### config.mk
export PLATFORM = sky130hd
export DESIGN_NAME = ive_ctrl
export DESIGN_NICKNAME = d
export VERILOG_FILES = /design/src/hw/rtl/ive_pkg.sv /design/src/hw/rtl/ive_ctrl.sv
export SDC_FILE = /design/constraint.sdc
export NUM_CORES = 1
export LEC_CHECK = 0
export BUFFER_PORTS_ARGS = -buffer_cell sky130_fd_sc_hd__buf_4
export CAP_MARGIN = 10
export CORE_ASPECT_RATIO = 0.6
export CORE_MARGIN = 4
export CORE_UTILIZATION = 45
export CTS_CLUSTER_SIZE = 20
export DETAILED_ROUTE_END_ITERATION = 8
export PLACE_DENSITY = 0.61
export SYNTH_ARGS = -nofsm -noshare
export SYNTH_HDL_FRONTEND = slang
export SYNTH_SLANG_ARGS = --single-unit
export TNS_END_PERCENT = 30
### constraint.sdc
create_clock -name clk -period 10 [get_ports clk]
set_clock_uncertainty 0.05 [all_clocks]
set_input_delay 2 -clock clk [delete_from_list [all_inputs] [get_ports clk]]
set_output_delay 2 -clock clk [all_outputs]
set_load 0.02 [all_outputs]
### src/hw/rtl/ive_pkg.sv
`default_nettype none

package ive_pkg;

	// default capacity in elements
	localparam int DEPTH_DEF = 256;

	// field widths of the request and response words
	localparam int OP_W      = 4;
	localparam int IDX_W     = 9;
	localparam int DATA_W    = 32;
	localparam int ST_W      = 2;
	localparam int CNT_OUT_W = 9;

	// opcodes
	localparam logic [OP_W-1:0] OP_PUSH    = 4'd0;
	localparam logic [OP_W-1:0] OP_POP     = 4'd1;
	localparam logic [OP_W-1:0] OP_READ    = 4'd2;
	localparam logic [OP_W-1:0] OP_INSERT  = 4'd3;
	localparam logic [OP_W-1:0] OP_REMOVE  = 4'd4;
	localparam logic [OP_W-1:0] OP_UPDATE  = 4'd5;
	localparam logic [OP_W-1:0] OP_CLEAR   = 4'd6;
	localparam logic [OP_W-1:0] OP_REVERSE = 4'd7;
	localparam logic [OP_W-1:0] OP_SUM     = 4'd8;
	localparam logic [OP_W-1:0] OP_SCALE   = 4'd9;
	localparam logic [OP_W-1:0] OP_MAX     = 4'd10;
	localparam logic [OP_W-1:0] OP_MIN     = 4'd11;

	// response status codes
	localparam logic [ST_W-1:0] ST_OK    = 2'd0;
	localparam logic [ST_W-1:0] ST_RANGE = 2'd1;
	localparam logic [ST_W-1:0] ST_FULL  = 2'd2;
	localparam logic [ST_W-1:0] ST_EMPTY = 2'd3;

	// store write data select
	localparam logic [1:0] WS_VAL  = 2'd0;
	localparam logic [1:0] WS_RD   = 2'd1;
	localparam logic [1:0] WS_PROD = 2'd2;
	localparam logic [1:0] WS_TMP  = 2'd3;

	// result accumulator operations
	localparam logic [2:0] ACC_HOLD = 3'd0;
	localparam logic [2:0] ACC_ZERO = 3'd1;
	localparam logic [2:0] ACC_ONES = 3'd2;
	localparam logic [2:0] ACC_LOAD = 3'd3;
	localparam logic [2:0] ACC_ADD  = 3'd4;
	localparam logic [2:0] ACC_MAX  = 3'd5;
	localparam logic [2:0] ACC_MIN  = 3'd6;

	// element count updates
	localparam logic [1:0] CNT_HOLD = 2'd0;
	localparam logic [1:0] CNT_INC  = 2'd1;
	localparam logic [1:0] CNT_DEC  = 2'd2;
	localparam logic [1:0] CNT_CLR  = 2'd3;

	typedef struct packed {
		logic [OP_W-1:0]          opcode;
		logic [IDX_W-1:0]         index;
		logic signed [DATA_W-1:0] value;
	} req_word_t;

	typedef struct packed {
		logic signed [DATA_W-1:0] data;
		logic [ST_W-1:0]          status;
		logic [CNT_OUT_W-1:0]     count;
	} rsp_word_t;

	// per-cycle command from controller to datapath
	typedef struct packed {
		logic            rd_en;
		logic            wr_en;
		logic [1:0]      wr_sel;
		logic [2:0]      acc_op;
		logic            tmp_ld;
		logic [1:0]      cnt_op;
		logic            out_ld;
		logic [ST_W-1:0] status;
	} ive_cmd_t;

endpackage

`default_nettype wire

### src/hw/rtl/ive_ctrl.sv
`default_nettype none

module ive_ctrl import ive_pkg::*; #(
	parameter int DEPTH = DEPTH_DEF,
	localparam int AW = $clog2(DEPTH),
	localparam int CW = $clog2(DEPTH + 1)
) (
	input  wire logic             clk,
	input  wire logic             arst_n,
	input  wire logic             start,
	input  wire logic [OP_W-1:0]  opcode,
	input  wire logic [IDX_W-1:0] index,
	input  wire logic [CW-1:0]    count,
	input  wire logic             out_free,
	output logic                  busy,
	output ive_cmd_t              cmd,
	output logic [AW-1:0]         rd_addr,
	output logic [AW-1:0]         wr_addr
);

	localparam int XW = (CW > IDX_W) ? CW : IDX_W;

	localparam logic [3:0] S_IDLE = 4'd0;
	localparam logic [3:0] S_DEC  = 4'd1;
	localparam logic [3:0] S_RUN  = 4'd2;
	localparam logic [3:0] S_WRV  = 4'd3;
	localparam logic [3:0] S_REV0 = 4'd4;
	localparam logic [3:0] S_REV1 = 4'd5;
	localparam logic [3:0] S_REV2 = 4'd6;
	localparam logic [3:0] S_REV3 = 4'd7;
	localparam logic [3:0] S_FIN  = 4'd8;

	logic [3:0]       state_q;
	logic [OP_W-1:0]  op_q;
	logic [IDX_W-1:0] idx_q;
	logic [ST_W-1:0]  st_q;
	logic [1:0]       cnt_op_q;
	logic [CW-1:0]    ptr_q;
	logic [CW-1:0]    left_q;
	logic             down_q;
	logic             v_s1;
	logic [AW-1:0]    a_s1;
	logic             v_s2;
	logic [AW-1:0]    a_s2;
	logic [AW-1:0]    lo_q;
	logic [AW-1:0]    hi_q;

	logic [XW-1:0] n_x;
	logic [XW-1:0] idx_x;
	logic [CW-1:0] idx_c;
	logic          full;
	logic          empty;
	logic          idx_lt_n;
	logic          idx_gt_n;
	logic          run_done;
	logic [AW:0]   rev_gap;

	// request index and count compared at a common width
	assign n_x      = XW'(count);
	assign idx_x    = XW'(idx_q);
	assign idx_c    = CW'(idx_x);
	assign full     = n_x >= XW'(DEPTH);
	assign empty    = count == '0;
	assign idx_lt_n = idx_x < n_x;
	assign idx_gt_n = idx_x > n_x;
	assign run_done = (left_q == '0) && !v_s1 && !v_s2;
	assign rev_gap  = {1'b0, hi_q} - {1'b0, lo_q};
	assign busy     = state_q != S_IDLE;

	// command decode per state
	always_comb begin
		cmd        = '0;
		cmd.status = st_q;
		rd_addr    = ptr_q[AW-1:0];
		wr_addr    = AW'(count);
		unique case (state_q)
			S_DEC: begin
				cmd.acc_op = ACC_ZERO;
				unique case (op_q)
					OP_PUSH: begin
						if (!full) begin
							cmd.wr_en  = 1'b1;
							cmd.wr_sel = WS_VAL;
							wr_addr    = AW'(count);
						end
					end
					OP_UPDATE: begin
						if (idx_lt_n) begin
							cmd.wr_en  = 1'b1;
							cmd.wr_sel = WS_VAL;
							wr_addr    = AW'(idx_x);
						end
					end
					OP_MAX, OP_MIN: begin
						if (empty) begin
							cmd.acc_op = ACC_ONES;
						end
					end
					default: begin
					end
				endcase
			end
			S_RUN: begin
				cmd.rd_en = left_q != '0;
				rd_addr   = ptr_q[AW-1:0];
				if (v_s1) begin
					unique case (op_q)
						OP_READ: cmd.acc_op = ACC_LOAD;
						OP_SUM:  cmd.acc_op = ACC_ADD;
						OP_MAX:  cmd.acc_op = (a_s1 == '0) ? ACC_LOAD : ACC_MAX;
						OP_MIN:  cmd.acc_op = (a_s1 == '0) ? ACC_LOAD : ACC_MIN;
						OP_INSERT: begin
							cmd.wr_en  = 1'b1;
							cmd.wr_sel = WS_RD;
							wr_addr    = a_s1 + AW'(1);
						end
						OP_REMOVE: begin
							cmd.wr_en  = 1'b1;
							cmd.wr_sel = WS_RD;
							wr_addr    = a_s1 - AW'(1);
						end
						default: begin
						end
					endcase
				end
				if (v_s2 && op_q == OP_SCALE) begin
					cmd.wr_en  = 1'b1;
					cmd.wr_sel = WS_PROD;
					wr_addr    = a_s2;
				end
			end
			S_WRV: begin
				cmd.wr_en  = 1'b1;
				cmd.wr_sel = WS_VAL;
				wr_addr    = AW'(idx_x);
			end
			S_REV0: begin
				cmd.rd_en = 1'b1;
				rd_addr   = lo_q;
			end
			S_REV1: begin
				cmd.rd_en  = 1'b1;
				rd_addr    = hi_q;
				cmd.tmp_ld = 1'b1;
			end
			S_REV2: begin
				cmd.wr_en  = 1'b1;
				cmd.wr_sel = WS_RD;
				wr_addr    = lo_q;
			end
			S_REV3: begin
				cmd.wr_en  = 1'b1;
				cmd.wr_sel = WS_TMP;
				wr_addr    = hi_q;
			end
			S_FIN: begin
				if (out_free) begin
					cmd.out_ld = 1'b1;
					cmd.cnt_op = cnt_op_q;
				end
			end
			default: begin
			end
		endcase
	end

	// sequencer registers
	always_ff @(posedge clk or negedge arst_n) begin
		if (!arst_n) begin
			state_q  <= S_IDLE;
			op_q     <= '0;
			idx_q    <= '0;
			st_q     <= ST_OK;
			cnt_op_q <= CNT_HOLD;
			ptr_q    <= '0;
			left_q   <= '0;
			down_q   <= 1'b0;
			v_s1     <= 1'b0;
			a_s1     <= '0;
			v_s2     <= 1'b0;
			a_s2     <= '0;
			lo_q     <= '0;
			hi_q     <= '0;
		end else begin
			unique case (state_q)
				S_IDLE: begin
					if (start) begin
						op_q    <= opcode;
						idx_q   <= index;
						state_q <= S_DEC;
					end
				end
				S_DEC: begin
					st_q     <= ST_OK;
					cnt_op_q <= CNT_HOLD;
					ptr_q    <= '0;
					left_q   <= count;
					down_q   <= 1'b0;
					state_q  <= S_FIN;
					unique case (op_q)
						OP_PUSH: begin
							if (full) st_q <= ST_FULL;
							else cnt_op_q <= CNT_INC;
						end
						OP_POP: begin
							if (empty) st_q <= ST_EMPTY;
							else cnt_op_q <= CNT_DEC;
						end
						OP_READ: begin
							if (idx_lt_n) begin
								ptr_q   <= idx_c;
								left_q  <= CW'(1);
								state_q <= S_RUN;
							end else begin
								st_q <= ST_RANGE;
							end
						end
						OP_INSERT: begin
							if (idx_gt_n) begin
								st_q <= ST_RANGE;
							end else if (full) begin
								st_q <= ST_FULL;
							end else begin
								ptr_q    <= count - CW'(1);
								left_q   <= count - idx_c;
								down_q   <= 1'b1;
								cnt_op_q <= CNT_INC;
								state_q  <= S_RUN;
							end
						end
						OP_REMOVE: begin
							if (!idx_lt_n) begin
								st_q <= ST_RANGE;
							end else begin
								ptr_q    <= idx_c + CW'(1);
								left_q   <= count - idx_c - CW'(1);
								cnt_op_q <= CNT_DEC;
								state_q  <= S_RUN;
							end
						end
						OP_UPDATE: begin
							if (!idx_lt_n) st_q <= ST_RANGE;
						end
						OP_CLEAR: begin
							cnt_op_q <= CNT_CLR;
						end
						OP_REVERSE: begin
							if (count > CW'(1)) begin
								lo_q    <= '0;
								hi_q    <= AW'(count - CW'(1));
								state_q <= S_REV0;
							end
						end
						OP_SUM, OP_SCALE: begin
							state_q <= S_RUN;
						end
						OP_MAX, OP_MIN: begin
							if (empty) st_q <= ST_EMPTY;
							else state_q <= S_RUN;
						end
						default: begin
						end
					endcase
				end
				S_RUN: begin
					// one read per cycle, read data is registered and returns in the next cycle
					if (left_q != '0) begin
						ptr_q  <= down_q ? ptr_q - CW'(1) : ptr_q + CW'(1);
						left_q <= left_q - CW'(1);
					end
					v_s1 <= left_q != '0;
					a_s1 <= ptr_q[AW-1:0];
					v_s2 <= v_s1;
					a_s2 <= a_s1;
					if (run_done) begin
						state_q <= (op_q == OP_INSERT) ? S_WRV : S_FIN;
					end
				end
				S_WRV:  state_q <= S_FIN;
				S_REV0: state_q <= S_REV1;
				S_REV1: state_q <= S_REV2;
				S_REV2: state_q <= S_REV3;
				S_REV3: begin
					lo_q    <= lo_q + AW'(1);
					hi_q    <= hi_q - AW'(1);
					state_q <= (rev_gap > (AW+1)'(2)) ? S_REV0 : S_FIN;
				end
				S_FIN: begin
					if (out_free) state_q <= S_IDLE;
				end
				default: state_q <= S_IDLE;
			endcase
		end
	end

endmodule

`default_nettype wire

[Word-level counts from Yosys, hierarchy flattened]
Index checks and enable logic that the tools add are counted.
Word-level totals
  register bits after elaboration: 74
  input bits: 26
  logic and storage cells: 151
Cells by class
  mux-type cells: 70
  equal/unequal tests: 25
  reductions and logical operators: 25
  $add $sub $neg: 12
  magnitude comparators: 5
Operator list (count)
  9-bit two-way mux: 11
  8-bit two-way mux: 8
  8-bit one-hot mux with 2 select lines: 4
  9-bit one-hot mux with 3 select lines: 2
  4-bit two-way mux: 10
  8-bit one-hot mux with 5 select lines: 1
  4-bit one-hot mux with 9 select lines: 1
  9-bit one-hot mux with 2 select lines: 2
  9-bit by 1-bit subtractor with 9-bit output, second input constant: 4
  4-bit by 3-bit == test with 1-bit output, second input constant: 8
  3-bit two-way mux: 9
  4-bit == test, second input constant: 5
  4-bit one-hot mux with 5 select lines: 1
  9-bit by 1-bit adder with 9-bit output, second input constant: 2
  9-bit zero test: 2
  8-bit by 1-bit adder with 8-bit output, second input constant: 2
  4-bit by 2-bit == test with 1-bit output, second input constant: 4
  8-bit by 1-bit subtractor with 8-bit output, second input constant: 2
  3-bit one-hot mux with 5 select lines: 1
  2-bit two-way mux: 6
  3-bit one-hot mux with 2 select lines: 2
  3-bit one-hot mux with 4 select lines: 1
  2-bit != test, second input constant: 5
  2-bit one-hot mux with 5 select lines: 1
  24 further kinds: 43

[Depth between registers and ports, before layout]
  depth in word-level cells: 6
  depth in mapped cells: 13
  depth with buffers taken out: 10

[Worst setup path before layout]
No wires, ideal clock.
  path type: input to output
  start: input count[0]
  end: output cmd[11] (netlist bit)
  required time: 7.950 ns
  cell stages on the path: 11
  slack: 3.548 ns
  data arrival time: 4.402 ns
  path through: clkbuf_1 > inv_1 > ha_1 > nand2b_1 > a21oi_1 > o211a_1 > o21ai_0 > clkbuf_1 > nor2_1 > a31oi_1 > o41ai_1
RTL lines
  start, declared: RTL line ive_ctrl.sv:13  | input wire logic [CW-1:0] count,
  end, declared: RTL line ive_ctrl.sv:16  | output ive_cmd_t cmd,

[Worst setup path in the final report]
  start: input count[4]
  end: output wr_addr[2]
Between the ends
  longest elaborated chain between the ends: 4
RTL lines
  9-bit less-than comparator: RTL line ive_ctrl.sv:64  | assign idx_lt_n = idx_x < n_x;
  8-bit two-way mux: RTL line ive_ctrl.sv:88  | if (idx_lt_n) begin
  8-bit two-way mux
  8-bit one-hot mux with 5 select lines: RTL line ive_ctrl.sv:76  | unique case (state_q)
  end, declared: RTL line ive_ctrl.sv:18  | output logic [AW-1:0] wr_addr
Every way passes these cells.

==> impl_metrics.env <==
export IMPL_run_status="complete, no violations"
export IMPL_grt_max_degree=74
export IMPL_setup_viol=0
export IMPL_area_growth_pct=11.9
export IMPL_netSwitchingFraction_pct=52.7
export IMPL_path_common_cell="buf_4"
export IMPL_crit_chain="buf_4 -> ha_1 -> nand4_1 -> nor3_1 -> nor4_1 -> o21ai_0 -> buf_4 -> nor2_1 -> a221o_1 -> buf_4"
export IMPL_total_leakage_power_nw=3.17
export IMPL_crit_buf_inv=3
export IMPL_finalSetupTns_ns=0
export IMPL_holdBufCountCts=0
export IMPL_routabilityCongestion=0.976
export IMPL_max_cap_violations=0
export IMPL_vias=7057
export IMPL_dp_hpwl_um=19000
export IMPL_wire_per_inst_um=23.0
export IMPL_synthTopCellsByArea="dfrtp_1, ha_1, nand2_1"
export IMPL_dieArea_um2=16900
export IMPL_hp_class="reg -> reg"
export IMPL_p_seq_share_pct=24.6
export IMPL_io_buffers=55
export IMPL_final_common_cell="nand2_1"
export IMPL_grt_total_usage_pct=30.0
export IMPL_worst_pin_slew_ns=1.13
export IMPL_synth_compound_area_share_pct=25.2
export IMPL_avgViaCountPerCell=6.44
export IMPL_critPathTopFamily="simple AND/OR/NAND/NOR gates"
export IMPL_fmax_mhz=146
export IMPL_antenna_left=0
export IMPL_p_int_mw=1.26
export IMPL_clk_root_buffer_cell="clkbuf_16"
export IMPL_synth_cell_type_count=72
export IMPL_power_frac_comb_pct=62.9
export IMPL_crit_type="in -> out"
export IMPL_wirelength_um=25200
export IMPL_fin_crit_sh_pct=68.4
export IMPL_io_pins=56
export IMPL_syn_area_um2=6690
export IMPL_clk_latency_ns=0.34
export IMPL_multi_input_area_um2=4470
export IMPL_cts_resized=0
export IMPL_synth_seq_area_share_pct=27.3
export IMPL_rsz0062_at_grt="false"
export IMPL_netSwitchingPower_mw=1.40
export IMPL_drv_slew=0
export IMPL_synthAdderAreaFrac_pct=7.45
export IMPL_final_util_pct=51.6
export IMPL_ys_ff_latch=73
export IMPL_synth_top_family_by_area="compound AO/OA/AOI/OAI gates"
export IMPL_coreArea_um2=14500
export IMPL_synthCells=871
export IMPL_final_cell_count_no_fill=1096
export IMPL_cts_setup_buffers=0
export IMPL_cpPeakStageDelay_ns=0.83
export IMPL_syn_area_per_cell_um2=7.68
export IMPL_yosys_area_share_simple_pct=25.2
export IMPL_seq_area_um2=1830
export IMPL_power_density_nw_per_um2=356
export IMPL_tritoncts="done"
export IMPL_final_nets=957
export IMPL_synth_main_ff_cell="dfrtp_1"
export IMPL_power_total_mw=2.66
export IMPL_gr_total_overflow=0
export IMPL_post_route_drc_count=0
export IMPL_antenna_found_initial=0
export IMPL_worst_path_max_fanout=12
export IMPL_synth_mux_area_share_pct=3.72
export IMPL_clk_pin_slew_worst_paths_ns=0.06
export IMPL_num_antenna_cells=0
export IMPL_finalCriticalPeriod_ns=6.84
export IMPL_grt_pass1_vias=6568
export IMPL_ir_drop_uv=170
export IMPL_hold_violations=0
export IMPL_synth_top_area_share_pct=27.3
export IMPL_cp_start_kind="input pin"
export IMPL_slowest_stage="nor3_1"
export IMPL_placed_cells=1080
export IMPL_fillers=1409
export IMPL_drive_gt1_share_pct=12.7
export IMPL_yosys_warnings=0
export IMPL_slew_headroom_pct=24.4
export IMPL_start_util_pct=46.1
export IMPL_worst_ep_required_time_ns=7.95
export IMPL_critical_path_arrival_ns=4.79
export IMPL_numClockSinks=73
export IMPL_cts_buffer_depth=2
export IMPL_drtIter0Drc=856
export IMPL_cts_max_level=3
export IMPL_syn_nets=935
export IMPL_grt_pass1_wl_um=38800
export IMPL_synth_edf_count=0
export IMPL_cts_buffers=9
export IMPL_pwr_share_clk_pct=12.4
export IMPL_die_w_um=165
export IMPL_end_kind="output port"
export IMPL_ys_async_sr_fraction_pct=100
export IMPL_final_cell_mix="nand2_1, nor2_1, dfrtp_1"
export IMPL_synth_xor_area_share_pct=5.24
export IMPL_drt_first_pass_iters=7
export IMPL_synth_area_leader_cell="dfrtp_1"
export IMPL_fp_row_count=34
export IMPL_die_h_um=102
Yosys cell counts, types with 6 or more instances:
| cell | n |
|---|---|
| a211oi_1 | 10 |
| a21oi_1 | 58 |
| a221o_1 | 6 |
| a221oi_1 | 12 |
| a22oi_1 | 10 |
| a31oi_1 | 16 |
| and2_1 | 8 |
| and3_1 | 7 |
| buf_2 | 7 |
| clkbuf_1 | 38 |
| dfrtp_1 | 73 |
| ha_1 | 35 |
| inv_1 | 35 |
| mux2_2 | 15 |
| mux2i_1 | 8 |
| nand2_1 | 113 |
| nand2b_1 | 18 |
| nand3_1 | 20 |
| nand4_1 | 8 |
| nor2_1 | 99 |
| nor2b_1 | 11 |
| nor3_1 | 24 |
| nor4_1 | 11 |
| o21a_1 | 7 |
| o21ai_0 | 51 |
| o221ai_1 | 6 |
| o22ai_1 | 18 |
| o31ai_1 | 8 |
| or3_1 | 10 |
| xnor2_1 | 27 |
| xor2_1 | 13 |
registers in the layout, indices dropped and copies added (netlist names):
register  count
ptr_q         8
lo_q          8
state_q       4
v_s2          1
idx_c         9
cnt_op_q      2
v_s1          1
left_q        9
hi_q          8
st_q          2
down_q        1
op_q          4
a_s1          8
a_s2          8
cell type report:
type | instances | area share [%]
flip-flops and latches | 73 | 24.4
inverters | 36 | 1.97
clock inverters | 5 | 0.736
multi-input cells | 708 | 59.8
repair buffers | 65 | 6.52
well taps | 198 | 3.31
clock buffers | 11 | 3.24
layer usage:
metal / vias up / GRT usage [%] / routed length (um)
met4: 0 / 7.92 / 712
li1: 3228 / - / -
met1: 3375 / 44.0 / 11400
met2: 388 / 43.5 / 10300
met3: 66 / 8.22 / 2780
met5: - / 0 / 0
through the flow:
stage / worst slack, ns / area (um^2) / hold slack [ns]
after floorplan: 3.55 / 6690 / 0.391
after global placement: 3.37 / 7180 / 0.414
after detailed placement: 3.32 / 7180 / 0.421
after CTS: 3.31 / 7480 / 0.435
after global routing: 3.11 / 7480 / 0.447
final: 3.16 / 7480 / 0.432
power by group through the flow:
stage | Combinational [mW] | Clock [mW] | Sequential [mW]
finish | 1.68 | 0.332 | 0.656
global route | 1.82 | 0.352 | 0.673
CTS | 1.64 | 0.338 | 0.648
detailed placement | 1.63 | 0 | 0.654
global placement | 1.61 | 0 | 0.649
floorplan | 1.22 | 0 | 0.533
tightest hold or removal path, cell delays in order (launching register included):
cell     delay (ns)
dfrtp_1        0.34
nand2_1        0.05
nand2_1        0.06
logic make-up (layout without fill, tap and decap cells):
kind of cell,Yosys count,after routing
DFF,73,73
and+or+nand+nor,353,353
muxes,23,23
AOI/OAI and AO/OA,254,254
buffers and inverters,90,117
adders and majority gates,38,38
xor gates and xnor gates,40,40
path summary, 6_finish.rpt:
path                          start    endpoint  slack [ns]  cells after the start
max                        count[4]  wr_addr[2]        3.16                     10
max in group asynchronous    arst_n     a_s2[1]        7.50                      1
max reg2reg                idx_c[2]   left_q[4]        6.39                      9
min reg2reg                 a_s2[7]     a_s2[7]        0.43                      2
min                         a_s2[7]     a_s2[7]        0.43                      2
min in group asynchronous    arst_n    idx_c[8]        1.76                      1
(Power assumes the default switching activity.)
